**src/rtl/core/fmtq_pkg.sv**
```systemverilog
// ----------------------------------------------------------------------------
// fmtq_pkg
// Shared types and constants of the formant quality partition block.
// ----------------------------------------------------------------------------
`default_nettype none

package fmtq_pkg;

    localparam int unsigned HZ_W      = 16;  // frequency and bandwidth fields
    localparam int unsigned QMIN_W    = 16;  // Q8.8 quality threshold
    localparam int unsigned PROD_W    = 32;  // qmin * bw
    localparam int unsigned FRAC_W    = 8;   // fraction bits of qmin
    localparam int unsigned PCNT_W    = 5;   // pass_count field
    localparam int unsigned HOLD_W    = 2 * HZ_W;
    localparam int unsigned S_TDATA_W = 2 * HZ_W;
    localparam int unsigned M_TDATA_W = 40;  // 38 field bits padded to bytes
    localparam int unsigned STEP_W    = 4;   // counts HZ_W multiply steps

    typedef enum logic [2:0] {
        ST_IDLE,
        ST_QTEST,
        ST_EMIT,
        ST_ENDCHK,
        ST_FLRD,
        ST_FLOUT
    } state_t;

    // result of the shared quality-test unit
    typedef struct packed {
        logic done;
        logic pass;
    } qtest_res_t;

endpackage

`default_nettype wire

```
**src/rtl/core/formant_q_stable_partition.sv**
```systemverilog
// ----------------------------------------------------------------------------
// formant_q_stable_partition
// Per-frame formant quality partition: passing formants stream out at once,
// failing ones are held and flushed in arrival order at the frame end.
// ----------------------------------------------------------------------------
// One formant is taken at a time; s_tready is high only between formants.
// A formant that is outside the window or has zero bandwidth, or one dropped
// for overflow, does not use the quality unit. An in-window formant with
// nonzero bandwidth goes through the shared shift-add quality unit, one
// bandwidth bit per cycle, and is then emitted if it passes or held if it
// fails. At the frame end every held formant is read back from the hold RAM
// (read, then output register load). Output stalls can hold any beat. The
// result register carries one beat; the frame_done beat (m_tlast) holds
// pass_count and overflow. qmin_q8 is written through cfg_wen/cfg_wdata; the
// user must write it only while idle, which the block does not enforce.
`default_nettype none

module formant_q_stable_partition #(
    parameter int unsigned MAX_FORMANTS = 16
) (
    input  wire logic                                 aclk,
    input  wire logic                                 aresetn,
    // config
    input  wire logic                                 cfg_wen,
    input  wire logic [fmtq_pkg::QMIN_W-1:0]          cfg_wdata,   // qmin_q8
    // input stream
    input  wire logic                                 s_tvalid,
    output logic                                      s_tready,
    input  wire logic [fmtq_pkg::S_TDATA_W-1:0]       s_tdata,     // freq_hz, bw_hz
    input  wire logic                                 s_tuser,     // in_window
    input  wire logic                                 s_tlast,     // frame_end
    // result stream
    output logic                                      m_tvalid,
    input  wire logic                                 m_tready,
    output logic      [fmtq_pkg::M_TDATA_W-1:0]       m_tdata,     // out_freq_hz, out_bw_hz,
                                                                   // pass_count, overflow
    output logic                                      m_tuser,     // passed
    output logic                                      m_tlast      // frame_done
);

    localparam int unsigned CW = $clog2(MAX_FORMANTS + 1);
    localparam int unsigned AW = (MAX_FORMANTS > 1) ? $clog2(MAX_FORMANTS) : 1;
    localparam int unsigned EW = (CW > fmtq_pkg::PCNT_W) ? CW : fmtq_pkg::PCNT_W;
    localparam int unsigned HW = fmtq_pkg::HZ_W;

    fmtq_pkg::state_t               state_reg, state_next;
    logic [fmtq_pkg::QMIN_W-1:0]    qmin_reg;
    logic [CW-1:0]                  item_cnt_reg, item_cnt_next;
    logic [CW-1:0]                  hold_cnt_reg, hold_cnt_next;
    logic [CW-1:0]                  pass_cnt_reg, pass_cnt_next;
    logic                           ovf_reg, ovf_next;
    logic [CW-1:0]                  rd_idx_reg, rd_idx_next;
    logic [HW-1:0]                  freq_reg, freq_next;
    logic [HW-1:0]                  bw_reg, bw_next;
    logic                           end_reg, end_next;

    logic                           m_tvalid_reg, m_tvalid_next;
    logic [fmtq_pkg::M_TDATA_W-1:0] m_tdata_reg, m_tdata_next;
    logic                           m_tuser_reg, m_tuser_next;
    logic                           m_tlast_reg, m_tlast_next;

    logic                           s_accept;
    logic                           out_free;
    logic                           q_start;
    fmtq_pkg::qtest_res_t           q_res;
    logic                           ram_we;
    logic [fmtq_pkg::HOLD_W-1:0]    ram_rdata;
    logic [HW-1:0]                  in_freq;
    logic [HW-1:0]                  in_bw;
    logic [CW-1:0]                  pass_cnt_inc;

    function automatic logic [fmtq_pkg::PCNT_W-1:0] sat_cnt(input logic [CW-1:0] v);
        logic [EW-1:0] ext;
        ext = EW'(v);
        if (ext > EW'(31)) begin
            return fmtq_pkg::PCNT_W'(31);
        end
        return ext[fmtq_pkg::PCNT_W-1:0];
    endfunction

    function automatic logic [fmtq_pkg::M_TDATA_W-1:0] pack_out(
        input logic [HW-1:0]                  f,
        input logic [HW-1:0]                  b,
        input logic [fmtq_pkg::PCNT_W-1:0]    cnt,
        input logic                           ovf
    );
        return fmtq_pkg::M_TDATA_W'({ovf, cnt, b, f});
    endfunction

    assign in_freq      = s_tdata[HW-1:0];
    assign in_bw        = s_tdata[2*HW-1:HW];
    assign s_tready     = (state_reg == fmtq_pkg::ST_IDLE);
    assign s_accept     = s_tvalid && s_tready;
    assign out_free     = !m_tvalid_reg || m_tready;
    assign pass_cnt_inc = pass_cnt_reg + 1'b1;

    always_ff @(posedge aclk) begin
        if (!aresetn) begin
            qmin_reg <= '0;
        end else if (cfg_wen) begin
            qmin_reg <= cfg_wdata;
        end
    end

    always_ff @(posedge aclk) begin
        if (!aresetn) begin
            state_reg    <= fmtq_pkg::ST_IDLE;
            item_cnt_reg <= '0;
            hold_cnt_reg <= '0;
            pass_cnt_reg <= '0;
            ovf_reg      <= 1'b0;
            rd_idx_reg   <= '0;
            m_tvalid_reg <= 1'b0;
        end else begin
            state_reg    <= state_next;
            item_cnt_reg <= item_cnt_next;
            hold_cnt_reg <= hold_cnt_next;
            pass_cnt_reg <= pass_cnt_next;
            ovf_reg      <= ovf_next;
            rd_idx_reg   <= rd_idx_next;
            m_tvalid_reg <= m_tvalid_next;
        end
        freq_reg    <= freq_next;
        bw_reg      <= bw_next;
        end_reg     <= end_next;
        m_tdata_reg <= m_tdata_next;
        m_tuser_reg <= m_tuser_next;
        m_tlast_reg <= m_tlast_next;
    end

    always_comb begin
        state_next    = state_reg;
        item_cnt_next = item_cnt_reg;
        hold_cnt_next = hold_cnt_reg;
        pass_cnt_next = pass_cnt_reg;
        ovf_next      = ovf_reg;
        rd_idx_next   = rd_idx_reg;
        freq_next     = freq_reg;
        bw_next       = bw_reg;
        end_next      = end_reg;
        m_tvalid_next = m_tvalid_reg && !m_tready;
        m_tdata_next  = m_tdata_reg;
        m_tuser_next  = m_tuser_reg;
        m_tlast_next  = m_tlast_reg;
        q_start       = 1'b0;
        ram_we        = 1'b0;

        unique case (state_reg)
            fmtq_pkg::ST_IDLE: begin
                if (s_accept) begin
                    freq_next = in_freq;
                    bw_next   = in_bw;
                    end_next  = s_tlast;
                    if (item_cnt_reg >= CW'(MAX_FORMANTS)) begin
                        ovf_next   = 1'b1;
                        state_next = fmtq_pkg::ST_ENDCHK;
                    end else begin
                        item_cnt_next = item_cnt_reg + 1'b1;
                        if (!s_tuser || in_bw == '0) begin
                            state_next = fmtq_pkg::ST_EMIT;
                        end else begin
                            q_start    = 1'b1;
                            state_next = fmtq_pkg::ST_QTEST;
                        end
                    end
                end
            end
            fmtq_pkg::ST_QTEST: begin
                if (q_res.done) begin
                    if (q_res.pass) begin
                        state_next = fmtq_pkg::ST_EMIT;
                    end else begin
                        ram_we        = 1'b1;
                        hold_cnt_next = hold_cnt_reg + 1'b1;
                        state_next    = fmtq_pkg::ST_ENDCHK;
                    end
                end
            end
            fmtq_pkg::ST_EMIT: begin
                if (out_free) begin
                    m_tvalid_next = 1'b1;
                    m_tuser_next  = 1'b1;
                    if (end_reg && hold_cnt_reg == '0) begin
                        // passing item closes the frame itself
                        m_tlast_next  = 1'b1;
                        m_tdata_next  = pack_out(freq_reg, bw_reg, sat_cnt(pass_cnt_inc),
                                                 ovf_reg);
                        item_cnt_next = '0;
                        pass_cnt_next = '0;
                        ovf_next      = 1'b0;
                        state_next    = fmtq_pkg::ST_IDLE;
                    end else begin
                        m_tlast_next  = 1'b0;
                        m_tdata_next  = pack_out(freq_reg, bw_reg, '0, 1'b0);
                        pass_cnt_next = pass_cnt_inc;
                        state_next    = fmtq_pkg::ST_ENDCHK;
                    end
                end
            end
            fmtq_pkg::ST_ENDCHK: begin
                if (!end_reg) begin
                    state_next = fmtq_pkg::ST_IDLE;
                end else if (hold_cnt_reg != '0) begin
                    rd_idx_next = '0;
                    state_next  = fmtq_pkg::ST_FLRD;
                end else if (out_free) begin
                    // nothing left to show: empty marker beat
                    m_tvalid_next = 1'b1;
                    m_tuser_next  = 1'b0;
                    m_tlast_next  = 1'b1;
                    m_tdata_next  = pack_out('0, '0, sat_cnt(pass_cnt_reg), ovf_reg);
                    item_cnt_next = '0;
                    pass_cnt_next = '0;
                    ovf_next      = 1'b0;
                    state_next    = fmtq_pkg::ST_IDLE;
                end
            end
            fmtq_pkg::ST_FLRD: begin
                state_next = fmtq_pkg::ST_FLOUT;
            end
            fmtq_pkg::ST_FLOUT: begin
                if (out_free) begin
                    m_tvalid_next = 1'b1;
                    m_tuser_next  = 1'b0;
                    if (rd_idx_reg + 1'b1 == hold_cnt_reg) begin
                        m_tlast_next  = 1'b1;
                        m_tdata_next  = pack_out(ram_rdata[2*HW-1:HW], ram_rdata[HW-1:0],
                                                 sat_cnt(pass_cnt_reg), ovf_reg);
                        item_cnt_next = '0;
                        hold_cnt_next = '0;
                        pass_cnt_next = '0;
                        ovf_next      = 1'b0;
                        state_next    = fmtq_pkg::ST_IDLE;
                    end else begin
                        m_tlast_next = 1'b0;
                        m_tdata_next = pack_out(ram_rdata[2*HW-1:HW], ram_rdata[HW-1:0],
                                                '0, 1'b0);
                        rd_idx_next  = rd_idx_reg + 1'b1;
                        state_next   = fmtq_pkg::ST_FLRD;
                    end
                end
            end
            default: begin
                state_next = fmtq_pkg::ST_IDLE;
            end
        endcase
    end

    fmtq_qtest u_qtest (
        .aclk    (aclk),
        .aresetn (aresetn),
        .start   (q_start),
        .freq_hz (in_freq),
        .bw_hz   (in_bw),
        .qmin_q8 (qmin_reg),
        .res     (q_res)
    );

    // held formants: freq in the upper half, bandwidth in the lower half
    fmtq_ram #(
        .WIDTH (fmtq_pkg::HOLD_W),
        .DEPTH (MAX_FORMANTS)
    ) u_hold_ram (
        .aclk  (aclk),
        .we    (ram_we),
        .waddr (hold_cnt_reg[AW-1:0]),
        .wdata ({freq_reg, bw_reg}),
        .raddr (rd_idx_reg[AW-1:0]),
        .rdata (ram_rdata)
    );

    assign m_tvalid = m_tvalid_reg;
    assign m_tdata  = m_tdata_reg;
    assign m_tuser  = m_tuser_reg;
    assign m_tlast  = m_tlast_reg;

    hold_le_items_a: assert property (@(posedge aclk) disable iff (!aresetn)
        hold_cnt_reg <= item_cnt_reg && item_cnt_reg <= CW'(MAX_FORMANTS))
        else $error("frame counters out of range");

    flush_has_data_a: assert property (@(posedge aclk) disable iff (!aresetn)
        (state_reg == fmtq_pkg::ST_FLRD || state_reg == fmtq_pkg::ST_FLOUT)
        |-> rd_idx_reg < hold_cnt_reg)
        else $error("flush read beyond held formants");

    qtest_owned_a: assert property (@(posedge aclk) disable iff (!aresetn)
        q_res.done |-> state_reg == fmtq_pkg::ST_QTEST)
        else $error("quality result arrived outside the test state");

    frame_clear_a: assert property (@(posedge aclk) disable iff (!aresetn)
        m_tvalid_next && m_tlast_next && !(m_tvalid_reg && !m_tready)
        |=> item_cnt_reg == '0 && hold_cnt_reg == '0 && pass_cnt_reg == '0 && !ovf_reg)
        else $error("frame state not cleared after frame_done beat");

endmodule

`default_nettype wire

```
**src/rtl/core/fmtq_ram.sv**
```systemverilog
// ----------------------------------------------------------------------------
// fmtq_ram
// Generic single-write, single-read RAM with registered read data.
// ----------------------------------------------------------------------------
`default_nettype none

module fmtq_ram #(
    parameter int unsigned WIDTH = 32,
    parameter int unsigned DEPTH = 16
) (
    input  wire logic                                        aclk,
    input  wire logic                                        we,
    input  wire logic [$clog2((DEPTH > 1) ? DEPTH : 2)-1:0] waddr,
    input  wire logic [WIDTH-1:0]                            wdata,
    input  wire logic [$clog2((DEPTH > 1) ? DEPTH : 2)-1:0] raddr,
    output logic      [WIDTH-1:0]                            rdata
);

    logic [WIDTH-1:0] mem [DEPTH];

    always_ff @(posedge aclk) begin
        if (we) begin
            mem[waddr] <= wdata;
        end
        rdata <= mem[raddr];
    end

endmodule

`default_nettype wire

```
**src/rtl/core/fmtq_qtest.sv**
```systemverilog
// ----------------------------------------------------------------------------
// fmtq_qtest
// Quality test unit: shift-add multiply of qmin by bandwidth, one bandwidth
// bit per cycle, then compare against freq * 256.
// ----------------------------------------------------------------------------
`default_nettype none

module fmtq_qtest (
    input  wire logic                          aclk,
    input  wire logic                          aresetn,
    input  wire logic                          start,
    input  wire logic [fmtq_pkg::HZ_W-1:0]     freq_hz,
    input  wire logic [fmtq_pkg::HZ_W-1:0]     bw_hz,
    input  wire logic [fmtq_pkg::QMIN_W-1:0]   qmin_q8,
    output fmtq_pkg::qtest_res_t               res
);

    logic                           busy_reg, busy_next;
    logic                           cmp_reg, cmp_next;
    logic                           done_reg, done_next;
    logic                           pass_reg, pass_next;
    logic [fmtq_pkg::STEP_W-1:0]    step_reg, step_next;
    logic [fmtq_pkg::PROD_W-1:0]    acc_reg, acc_next;
    logic [fmtq_pkg::HZ_W-1:0]      bw_sh_reg, bw_sh_next;
    logic [fmtq_pkg::HZ_W-1:0]      freq_reg, freq_next;
    logic [fmtq_pkg::PROD_W-1:0]    addend;
    logic [fmtq_pkg::PROD_W-1:0]    freq_scaled;

    always_ff @(posedge aclk) begin
        if (!aresetn) begin
            busy_reg <= 1'b0;
            cmp_reg  <= 1'b0;
            done_reg <= 1'b0;
            step_reg <= '0;
        end else begin
            busy_reg <= busy_next;
            cmp_reg  <= cmp_next;
            done_reg <= done_next;
            step_reg <= step_next;
        end
        pass_reg  <= pass_next;
        acc_reg   <= acc_next;
        bw_sh_reg <= bw_sh_next;
        freq_reg  <= freq_next;
    end

    assign addend      = bw_sh_reg[fmtq_pkg::HZ_W-1]
                         ? fmtq_pkg::PROD_W'(qmin_q8) : '0;
    assign freq_scaled = fmtq_pkg::PROD_W'({freq_reg, {fmtq_pkg::FRAC_W{1'b0}}});

    always_comb begin
        busy_next  = busy_reg;
        cmp_next   = 1'b0;
        done_next  = 1'b0;
        step_next  = step_reg;
        pass_next  = pass_reg;
        acc_next   = acc_reg;
        bw_sh_next = bw_sh_reg;
        freq_next  = freq_reg;
        if (start) begin
            busy_next  = 1'b1;
            step_next  = '0;
            acc_next   = '0;
            bw_sh_next = bw_hz;
            freq_next  = freq_hz;
        end else if (busy_reg) begin
            // MSB first: acc = 2*acc + bit*qmin
            acc_next   = {acc_reg[fmtq_pkg::PROD_W-2:0], 1'b0} + addend;
            bw_sh_next = {bw_sh_reg[fmtq_pkg::HZ_W-2:0], 1'b0};
            step_next  = step_reg + 1'b1;
            if (step_reg == '1) begin
                busy_next = 1'b0;
                cmp_next  = 1'b1;
            end
        end else if (cmp_reg) begin
            done_next = 1'b1;
            pass_next = (freq_scaled >= acc_reg);
        end
    end

    assign res = '{done: done_reg, pass: pass_reg};

    busy_no_done_a: assert property (@(posedge aclk) disable iff (!aresetn)
        busy_reg |-> !cmp_reg && !done_reg)
        else $error("quality unit reports while still multiplying");

    cmp_then_done_a: assert property (@(posedge aclk) disable iff (!aresetn)
        cmp_reg && !start |=> done_reg)
        else $error("compare step did not produce a result");

    last_step_a: assert property (@(posedge aclk) disable iff (!aresetn)
        busy_reg && !start && step_reg == '1 |=> cmp_reg && !busy_reg)
        else $error("multiply did not end after the last bandwidth bit");

endmodule

`default_nettype wire

```
**config.mk**
```make
export PLATFORM = sky130hd
export DESIGN_NAME = formant_q_stable_partition
export DESIGN_NICKNAME = d
export VERILOG_FILES = /design/src/rtl/core/fmtq_pkg.sv /design/src/rtl/core/formant_q_stable_partition.sv /design/src/rtl/core/fmtq_ram.sv /design/src/rtl/core/fmtq_qtest.sv
export SDC_FILE = /design/constraint.sdc
export NUM_CORES = 1
export LEC_CHECK = 0
export BUFFER_PORTS_ARGS = -buffer_cell sky130_fd_sc_hd__buf_4
export CAP_MARGIN = 20
export CORE_MARGIN = 1
export CORE_UTILIZATION = 55
export DETAILED_ROUTE_END_ITERATION = 6
export PLACE_DENSITY = 0.77
export RECOVER_POWER = 25
export REMOVE_ABC_BUFFERS = 1
export SLEW_MARGIN = 20
export SYNTH_ARGS = -nofsm -noshare
export SYNTH_HDL_FRONTEND = slang
export SYNTH_HIERARCHICAL = 1
export SYNTH_SLANG_ARGS = --single-unit
```
**constraint.sdc**
```tcl
create_clock -name aclk -period 4.9 [get_ports aclk]
set_input_delay 0.49 -clock aclk [delete_from_list [all_inputs] [get_ports aclk]]
set_output_delay 0.49 -clock aclk [all_outputs]
set_load 0.05 [all_outputs]
```
# Word level (Yosys, flattened, before mapping)
# Memories as Yosys holds them, arrays and structs flattened. A register that Yosys moved wholly into a read port is not among the register bits.
# Cells that the tools add are included.
# Widths: inputs -> output; s select.
[totals]
elab_cells = 191
input_bits = 55
mem_count = 1
ram_bits = 512
ff_bits = 188
[memory_table]
columns = ["memory", "words", "word_bits", "read_ports", "rd_clocked_by_memory_dff", "wr", "line_no", "rtl"]
rows = [
  ["u_hold_ram.mem", 16, 32, 1, 1, 1, "fmtq_ram.sv:19", "logic [WIDTH-1:0] mem [DEPTH];"],
]
[classes]
add_sub_neg = 6
eq_ne = 22
bitwise_logic = 3
mux = 102
n_reduce_logical = 31
magnitude_cmp = 4
[op_table]
columns = ["cell", "count"]
rows = [
  ["$mux 40", 5],
  ["$pmux 40 s3", 1],
  ["$mux 5", 22],
  ["$mux 38", 2],
  ["$mux 1", 49],
  ["$mux 16", 3],
  ["$add 32x32->32", 1],
  ["$ge 24x32->1", 1],
  ["$mux 3", 8],
  ["$ne 2x2->1 const B", 11],
  ["$add 5x1->5 const B", 4],
  ["$pmux 5 s2", 2],
  ["$pmux 5 s4", 1],
  ["$reduce_and 10->1", 2],
  ["$pmux 3 s6", 1],
  ["$logic_not 16->1", 1],
  ["$pmux 5 s3", 1],
  ["$reduce_and 5->1", 3],
  ["$gt 5x5->1 const B", 2],
  ["$reduce_and 7->1", 1],
  ["$eq 3x2->1 const B", 2],
  ["$eq 3x3->1 const B", 2],
  ["$mux 2", 3],
  ["$ne 2x1->1 const B", 3],
  ["other kinds (25)", 37],
]

# Depth between registers and ports, before layout
# Gate-level depths: netlist (run 1).
[logic_depth]
depth_word = 11
mapped_depth = 10
ltp_nobuf = 10

# Cells and area by module
# Netlist (run 1), hierarchy kept.
[by_module_without_submodules]
columns = ["module", "area_each_um2", "cells_each", "instances", "seq_area_each_um2"]
rows = [
  ["fmtq_ram", 19835.3, 838, 1, 16015.4],
  ["formant_q_stable_partition", 4833.4, 388, 1, 3012.9],
  ["fmtq_qtest", 4212.8, 409, 1, 1771.7],
]

# Worst setup path before layout (run 1)
# OpenSTA, ideal clock, no wires.
[synth_path]
path_type = "register -> register"
from = "register state_reg[2]"
to = "memory u_hold_ram.mem[0][0], enable pin"
slack_ns = 0.554
setup_ns = 0.461
path_stages_with_launch = 6
t_arrival_ns = 3.885
required_time_ns = 4.439
period_less_slack_ns = 4.346
cell_sequence = "dfxtp_1 -> buf_2 -> or4_1 -> inv_1 -> or3b_2 -> nor3_1"
[synth_via]
elab_chain_cells = 4
[synth_rtl]
columns = ["element", "line_no", "rtl"]
rows = [
  ["start: declaration", "formant_q_stable_partition.sv:46", "fmtq_pkg::state_t state_reg, state_next;"],
  ["start signal: assignment", "formant_q_stable_partition.sv:107", "state_reg <= fmtq_pkg::ST_IDLE;"],
  ["start signal: assignment", "formant_q_stable_partition.sv:115", "state_reg <= state_next;"],
  ["$eq 3x1->1", "formant_q_stable_partition.sv:148", "unique case (state_reg)"],
  ["$mux 1", "formant_q_stable_partition.sv:148", ""],
  ["net ram_we", "formant_q_stable_partition.sv:66", "logic ram_we;"],
  ["$mux 1", "fmtq_ram.sv:22", "if (we) begin"],
  ["$mux 1 (not written as such)", "fmtq_ram.sv:23", "mem[waddr] <= wdata;"],
  ["end: declaration", "fmtq_ram.sv:19", ""],
]
# The timed path passes the listed nets, and every way through them passes these cells.

# Worst setup path in the final report (run 1)
[layout_path]
from = "register state_reg[0]"
to = "memory u_hold_ram.mem[2][14], enable pin"
# The elaborated chain is that of the path after synthesis.

==> metrics.cfg, run 1 <==
[placed_design]
dp_hpwl_mm=36.0
dpl_worst_slack_ns=1.71
placed_cells=2358
place.gp.congestion=0.886
post_dp_cell_area_mm2=0.0305
io_buffers=96

[final_layout]
largest_reg_flops=512
synthToLayoutAreaGrowth_pct=13.6
final_cells=2493
diodes=0
layout.nets=1849
drive_gt1_share_pct=22.2
final_cell_area_mm2=0.0328

[synth]
synthAdderAreaFrac_pct=1.80
syn_area_per_cell_um2=17.7
synth_top_family_by_area=multiplexers
async_flop_share_pct=0
synth_warnings=6
synth.area.mux_share_pct=11.5
synthSimpleGateAreaFrac_pct=5.24
synth-edff-count=618
synth_seq_area_share_pct=72.0
yosysUniqueCellTypes=90
synth_compound_area_share_pct=6.86
synth_xor_area_share_pct=0.819
synth_cells=1635
ys_seq_elements=730
ys.flop_type=edfxtp_1
netlist_area_mm2=0.0289

[sta]
drv_slew=0
holdWs_ns=0.0842
rsz0062_at_grt=false
fin_skew_ns=0.0254
timing.fmax_ghz=0.310
period_minus_slack_ns=3.23
tightest_slew_ns=1.16
finalSetupViolations=0
slew_headroom_pct=22.5
period_share_pct=65.9
setup-tns-final_ns=0
hold_viol=0
worst_slack_ns=1.67

[power_and_ir_drop]
switchingPower_mw=3.18
sw_frac_of_total_pct=23.0
power_frac_comb_pct=6.4
p_seq_share_pct=52.6
power_frac_clock_pct=41.0
p_leak_nw=10.9
internal_power_mw=10.7
peakVddDrop_v=0.000335
power_density_mw_per_mm2=422

[clock_tree]
clk_pin_slew_ns=0.06
cts_tree=built
cts_max_level=3
cts-resized-gates=0
postCtsHoldBufs=0
cts_buffer_depth=3
postCtsSetupRepairBufs=0
clock_latency_ns=0.63
cts_buffers=72
cts_root_buffer=clkbuf_16
cts_num_sinks=730

[routing]
drt-initial-drc-count=1585
ant_nets=0
wl_met3_mm=4.48
drc=0
first_pass_iters=5
wl_per_cell_um=25.7
routed_wl_mm=64.0
top_layer=met4
routed-via-count=15722
wl_met1_mm=25.1
wl_met2_mm=32.7
routed_via_density=6.31

[die]
start_util_pct=56.0
design.core.area_mm2=0.0516
io_pins=99
rows=83
dieArea_mm2=0.0534
chipHeight_um=231
die_w_um=231

[critical_path]
start_kind=flip-flop
crit_slowest_cell=nor2_4
path_cells=nand2_1 -> or4_1 -> inv_1 -> or3b_2 -> nor2_4
critPathKind=flip-flop to flip-flop
critPathBufInv=1
reg2reg_depth=5
rr_endpoint=u_hold_ram/mem[2][14]
rrSetupSlack_ns=1.67
r2r-start=state_reg[0]
worstPathArrival_ns=3.45
cpPeakStageDelay_ns=0.87
cp.required_ns=5.13
path_delay_family=simple AND/OR/NAND/NOR gates
cp-end-kind=flip-flop
crit_path_max_fanout=32

[global_routing]
grt_pass1_wl_mm=96.3
overflow=0
grt_max_degree=52
antenna_found_initial=0
grt_pass1_vias=16046
grt_use_total_pct=24.4

[hold_path]
whs_path_depth=1
min_path_type=primary input to flip-flop
whs_endpoint=freq_reg[2]
worstHoldStart=s_tdata[2]

[job]
cap_viol_max_count=0

[status]
status=complete, no violations

[logic make-up after synthesis]
family / Yosys count
other: 1
AND/OR/NAND/NOR: 293
multiplexers: 169
AO/OA/AOI/OAI: 256
adder cells (fa/ha/maj): 41
flip-flops: 730
buffers and inverters: 118
XOR/XNOR: 27
[Yosys cell counts (15+ instances only)]
master,count,area [um2]
ha_1,40,500
and2_1,22,138
nand2_1,74,278
a21oi_1,30,150
nor3_1,16,80.1
dfxtp_1,112,2240
xnor2_1,21,184
clkbuf_1,45,169
mux2_2,17,191
nand3_1,21,105
a22oi_1,64,480
a21o_1,15,113
nor2_1,75,282
edfxtp_1,618,18600
inv_1,34,128
mux4_2,128,2880
a22o_1,40,350
mux2i_1,24,240
[power by group through the flow]
stage	registers, mW	clock network (mW)	logic, mW
after floorplan	7.45	0	0.496
after global placement	7.40	0	0.865
after detailed placement	7.42	0	0.895
after CTS	7.29	5.74	0.901
after global routing	7.32	5.98	0.970
final	7.29	5.67	0.886
[worst max-delay path by stage]
stage                   from               endpoint  slack (ns)  cells after the start
2_1_floorplan  rd_idx_reg[0]                ovf_reg       -2.67                      6
3_3_place_gp     s_tdata[17]  u_qtest/bw_sh_reg[15]        1.75                      7
3_5_place_dp    state_reg[0]  u_hold_ram/mem[1][14]        1.71                      5
4_1_cts         state_reg[0]   u_hold_ram/mem[1][9]        1.65                      5
5_1_grt         state_reg[0]  u_hold_ram/mem[2][30]        1.50                      5
6_report        state_reg[0]  u_hold_ram/mem[2][14]        1.67                      5
[per-layer routing]
metal  GRT usage [%]  up-vias
li1                -     6796
met1            32.1     8141
met2            41.7      674
met3            4.24      111
met4            7.41        0
met5               0        -
[cells in the final DEF, fill, tap and decap left out, drive strengths merged, types with 35 or more instances in the layout]
cell type	count
buf	93
edfxtp	618
clkbuf	133
mux4	128
nand2	76
dfxtp	112
inv	35
a22oi	64
ha	40
nor2	76
a22o	40
[worst reg2reg max path: cells and delay by family (launching register included)]
| family | cells | cell delay [ns] |
|---|---|---|
| buffers and inverters | 1 | 0.18 |
| AND/OR/NAND/NOR | 4 | 2.02 |
| flip-flops | 1 | 0.63 |
[final cells by class]
type                       instances  area, um2
tap                              680        851
clock inverter                    35        507
inverter                          34        128
clock buffer                      99       1940
sequential                       730      20800
multi-input combinational        788       7730
fill                            3425      18800
timing repair buffer             127        853
[stage by stage]
step | util [%] | power (mW)
global placement | 59.0 | 8.27
finish | 63.6 | 13.8
detailed placement | 59.0 | 8.31
CTS | 63.7 | 13.9
floorplan | - | 7.94
global route | 63.6 | 14.3
Note: power is estimated with default switching activity, not from simulation.
==> run 2: changes to the inputs <==
==> constraint.sdc (replaced) <==
create_clock -name aclk -period 3 [get_ports aclk]
set_input_delay 0.3 -clock aclk [delete_from_list [all_inputs] [get_ports aclk]]
set_output_delay 0.3 -clock aclk [all_outputs]
set_load 0.05 [all_outputs]
==> metrics.cfg, run 2 (synthesized netlist as in run 1, its figures left out) <==
[placed_design]
placed_cells=2385
post_dp_cell_area_mm2=0.0308
place.gp.congestion=0.834
io_buffers=96
dp_hpwl_mm=36.4
dpl_worst_slack_ns=0.327

[job]
cap_viol_max_count=0

[sta]
rsz0062_at_grt=false
period_share_pct=91.5
holdWs_ns=0.0888
timing.fmax_ghz=0.364
finalSetupViolations=0
setup-tns-final_ns=0
worst_slack_ns=0.255
fin_skew_ns=0.0251
drv_slew=0
slew_headroom_pct=29.3
hold_viol=0
tightest_slew_ns=1.06
period_minus_slack_ns=2.74

[final_layout]
largest_reg_flops=512
layout_common_cells=edfxtp_1 (618), mux4_2 (128), dfxtp_1 (110)
multi_input_area_mm2=0.00772
final_common_cell=edfxtp_1
final_cell_area_mm2=0.0335
layout.nets=1924
nFillCells=3377
synthToLayoutAreaGrowth_pct=16.0
final_cells=2566
post-route-util_pct=64.9
seq_area_mm2=0.0208
drive_gt1_share_pct=22.2
diodes=0

[routing]
wl_per_cell_um=24.8
drt-initial-drc-count=1539
routed_wl_mm=63.8
drc=2
first_pass_iters=7
routed_via_density=6.18
ant_nets=0
routed-via-count=15858

[power_and_ir_drop]
p_leak_nw=11.2
total_power_mw=22.2
peakVddDrop_v=0.000368
power_density_mw_per_mm2=662

[clock_tree]
clock_latency_ns=0.62
cts-resized-gates=0
postCtsSetupRepairBufs=0
cts_num_sinks=730
cts_buffers=72
postCtsHoldBufs=49
cts_buffer_depth=3
cts_tree=built
cts_root_buffer=clkbuf_16
cts_max_level=3
clk_pin_slew_ns=0.06

[global_routing]
grt_use_total_pct=24.4
grt_max_degree=87
grt_pass1_wl_mm=96.5
grt_pass1_vias=16287
overflow=0
antenna_found_initial=0

[die]
dieArea_mm2=0.0534
die_w_um=231
rows=83
design.core.area_mm2=0.0516
io_pins=99
chipHeight_um=231
start_util_pct=56.0

[status]
violations=design-rule violations
status=complete, but fails checks

[critical_path]
start_kind=flip-flop
critPathKind=flip-flop to flip-flop
cp.required_ns=3.47
crit_path_max_fanout=4
worstPathArrival_ns=3.22
cp-end-kind=flip-flop

[hold_path]
min_path_type=primary input to flip-flop

[run 2: cell types whose count changed in the layout (fill, tap and decap cells not counted), moves of 4 or more]
cell / previous run / this run
bufinv_16: 9 / 3
dlygate4sd3_1: 0 / 49
buf_4: 92 / 104
buf_12: 0 / 15
clkinv_1: 6 / 10
[run 2: final cells by class]
type                    instances  share of cell area [%]
flip-flops and latches        730                    62.1
multi-input cells             788                    23.1
clock buffers                 104                    6.04
repair buffers                202                    5.07
well taps                     680                    2.54
clock inverters                28                   0.781
inverters                      34                   0.381
[run 2: worst max-delay path, stage by stage (launching register included)]
cell and delay, ns:
edfxtp_1 0.38, and2_1 0.17, ha_1 0.24, fa_1 0.47, a211o_1 0.30, o211ai_2 0.13
a211oi_4 0.13, o21a_1 0.22, o21ai_0 0.24, mux2i_1 0.25, nand2_1 0.09
[run 2: path summary, 6_finish.rpt]
check	from	endpoint	slack, ns	cells past startpoint
setup / recovery	u_qtest/bw_sh_reg[15]	u_qtest/acc_reg[15]	0.26	10
hold / removal	m_tready	m_tvalid	0.09	4
setup reg to reg	u_qtest/bw_sh_reg[15]	u_qtest/acc_reg[15]	0.26	10
hold reg to reg	u_qtest/step_reg[3]	u_qtest/cmp_reg	0.48	2
[run 2: report_power, final]
group	switching (mW)	total, mW	internal, mW
Clock	3.74	8.74	5.00
Sequential	0.407	11.9	11.5
Combinational	0.952	1.56	0.609
Total	5.10	22.2	17.1
[run 2: per-layer routing]
metal / part of all wire [%] / vias up / global-route usage [%]
li1: - / 6952 / -
met1: 39 / 8070 / 31.9
met2: 50 / 703 / 40.9
met3: 7.2 / 133 / 4.61
met4: 3.1 / 0 / 9.17
met5: 0 / - / 0
==> run 3: changes to the inputs <==
--- a/config.mk
+++ b/config.mk
@@ -12,8 +12,6 @@
 export DETAILED_ROUTE_END_ITERATION = 6
 export PLACE_DENSITY = 0.77
 export RECOVER_POWER = 25
-export REMOVE_ABC_BUFFERS = 1
-export SLEW_MARGIN = 20
 export SYNTH_ARGS = -nofsm -noshare
 export SYNTH_HDL_FRONTEND = slang
 export SYNTH_HIERARCHICAL = 1
==> metrics.cfg, run 3 (synthesized netlist as in run 1, its figures left out) <==
[power_and_ir_drop]
p_seq_share_pct=52.6
switchingPower_mw=5.17
sw_frac_of_total_pct=22.9
peakVddDrop_v=0.000589
power_frac_comb_pct=7.0
power_frac_clock_pct=40.4
total_power_mw=22.6
p_leak_nw=11.2
internal_power_mw=17.4
power_density_mw_per_mm2=670

[die]
io_pins=99
design.core.area_mm2=0.0516
die_w_um=231
start_util_pct=56.0
rows=83
chipHeight_um=231
dieArea_mm2=0.0534

[final_layout]
diodes=0
final_cell_area_mm2=0.0337
largest_reg_flops=512
final_common_cell=edfxtp_1
drive_gt1_share_pct=22.6
synthToLayoutAreaGrowth_pct=16.8
layout_common_cells=edfxtp_1 (618), mux4_2 (128), dfxtp_1 (110)
layout.nets=1926

[routing]
first_pass_iters=5
drt-initial-drc-count=1410
routed-via-count=16077
ant_nets=0
wl_per_cell_um=25.9
drc=0
routed_via_density=6.25
routed_wl_mm=66.7

[sta]
finalSetupViolations=0
period_minus_slack_ns=2.78
holdWs_ns=0.102
rsz0062_at_grt=false
drv_slew=0
tightest_slew_ns=1.07
slew_headroom_pct=28.9
setup-tns-final_ns=0
timing.fmax_ghz=0.360
hold_viol=0
period_share_pct=92.7
fin_skew_ns=0.0242

[global_routing]
grt_pass1_vias=16387
antenna_found_initial=0
grt_use_total_pct=25.4
grt_max_degree=129
overflow=0
grt_pass1_wl_mm=99.3

[critical_path]
cp.required_ns=3.50
worstPathArrival_ns=3.28
start_kind=flip-flop
crit_path_max_fanout=8
cp-end-kind=flip-flop
critPathKind=flip-flop to flip-flop

[placed_design]
post_dp_cell_area_mm2=0.0309
dp_hpwl_mm=36.2
place.gp.congestion=0.855
io_buffers=96

[clock_tree]
cts_tree=built
cts_buffers=74
cts_num_sinks=730
cts_max_level=3
clk_pin_slew_ns=0.06
cts_buffer_depth=3
cts_root_buffer=clkbuf_16
postCtsSetupRepairBufs=0
clock_latency_ns=0.62
cts-resized-gates=0

[job]
cap_viol_max_count=0

[hold_path]
min_path_type=primary input to flip-flop

[status]
status=complete, no violations

run 3: cell count changes in the layout (fill, tap and decap cells not counted), moves of 2 or more:
cell	previous run	this run
buf_12	15	20
buf_4	104	99
clkbuf_1	58	60
clkbuf_16	74	78
clkinv_1	10	4
clkinv_2	8	10
clkinvlp_4	2	4
nor3_2	7	4
nor3_4	0	4
run 3: metal layers:
layer,global-route usage (%),vias up,part of all wire (%)
met5,0,-,0
met4,8.55,0,2.8
met3,4.42,153,7.7
met2,43.7,701,51
met1,32.8,8265,38
li1,-,6958,-
run 3: worst paths after layout:
check                        startpoint             endpoint  slack [ns]  cells after the start
setup / recovery  u_qtest/bw_sh_reg[15]  u_qtest/acc_reg[25]        0.22                     11
hold reg to reg                 ovf_reg              ovf_reg        0.47                      1
hold / removal                 m_tready             m_tvalid        0.10                      4
setup reg to reg  u_qtest/bw_sh_reg[15]  u_qtest/acc_reg[25]        0.22                     11
run 3: per-stage QoR:
stage	setup WS [ns]	util [%]	std cells
finish	0.219	65.3	2572
global route	0.144	65.3	2572
CTS	0.255	65.6	2571
detailed placement	0.290	59.9	2384
global placement	0.396	59.9	2384
floorplan	-0.479	-	1636
run 3: layout make-up:
type / count / area, um2
Inverter: 34 / 128
Clock inverter: 27 / 285
Clock buffer: 111 / 2140
Fill cell: 3394 / 17900
Tap cell: 680 / 851
Timing Repair Buffer: 202 / 1770
Sequential cell: 730 / 20800
Multi-Input combinational cell: 788 / 7750
run 3: timing repair:
| action | 4_1_cts | 5_1_grt |
|---|---|---|
| setup endpoints to repair | 0 | 0 |
| hold buffers | 49 | 0 |
| hold endpoints to repair | 68 | 0 |
run 3: worst max-delay path, stage by stage (launching register included):
cell	delay [ns]
edfxtp_1	0.37
and2_1	0.17
ha_1	0.24
fa_1	0.47
a211o_1	0.31
o211ai_2	0.14
a211oi_4	0.12
o21ai_2	0.17
buf_4	0.21
nor4_2	0.06
xnor2_1	0.13
a211oi_1	0.28
run 3: power by group through the flow:
stage,clock [mW],sequential (mW),combinational (mW)
floorplan,0,12.1,0.867
global placement,0,12.1,1.48
detailed placement,0,12.1,1.53
CTS,9.25,11.9,1.60
global route,9.62,11.9,1.71
finish,9.11,11.9,1.58
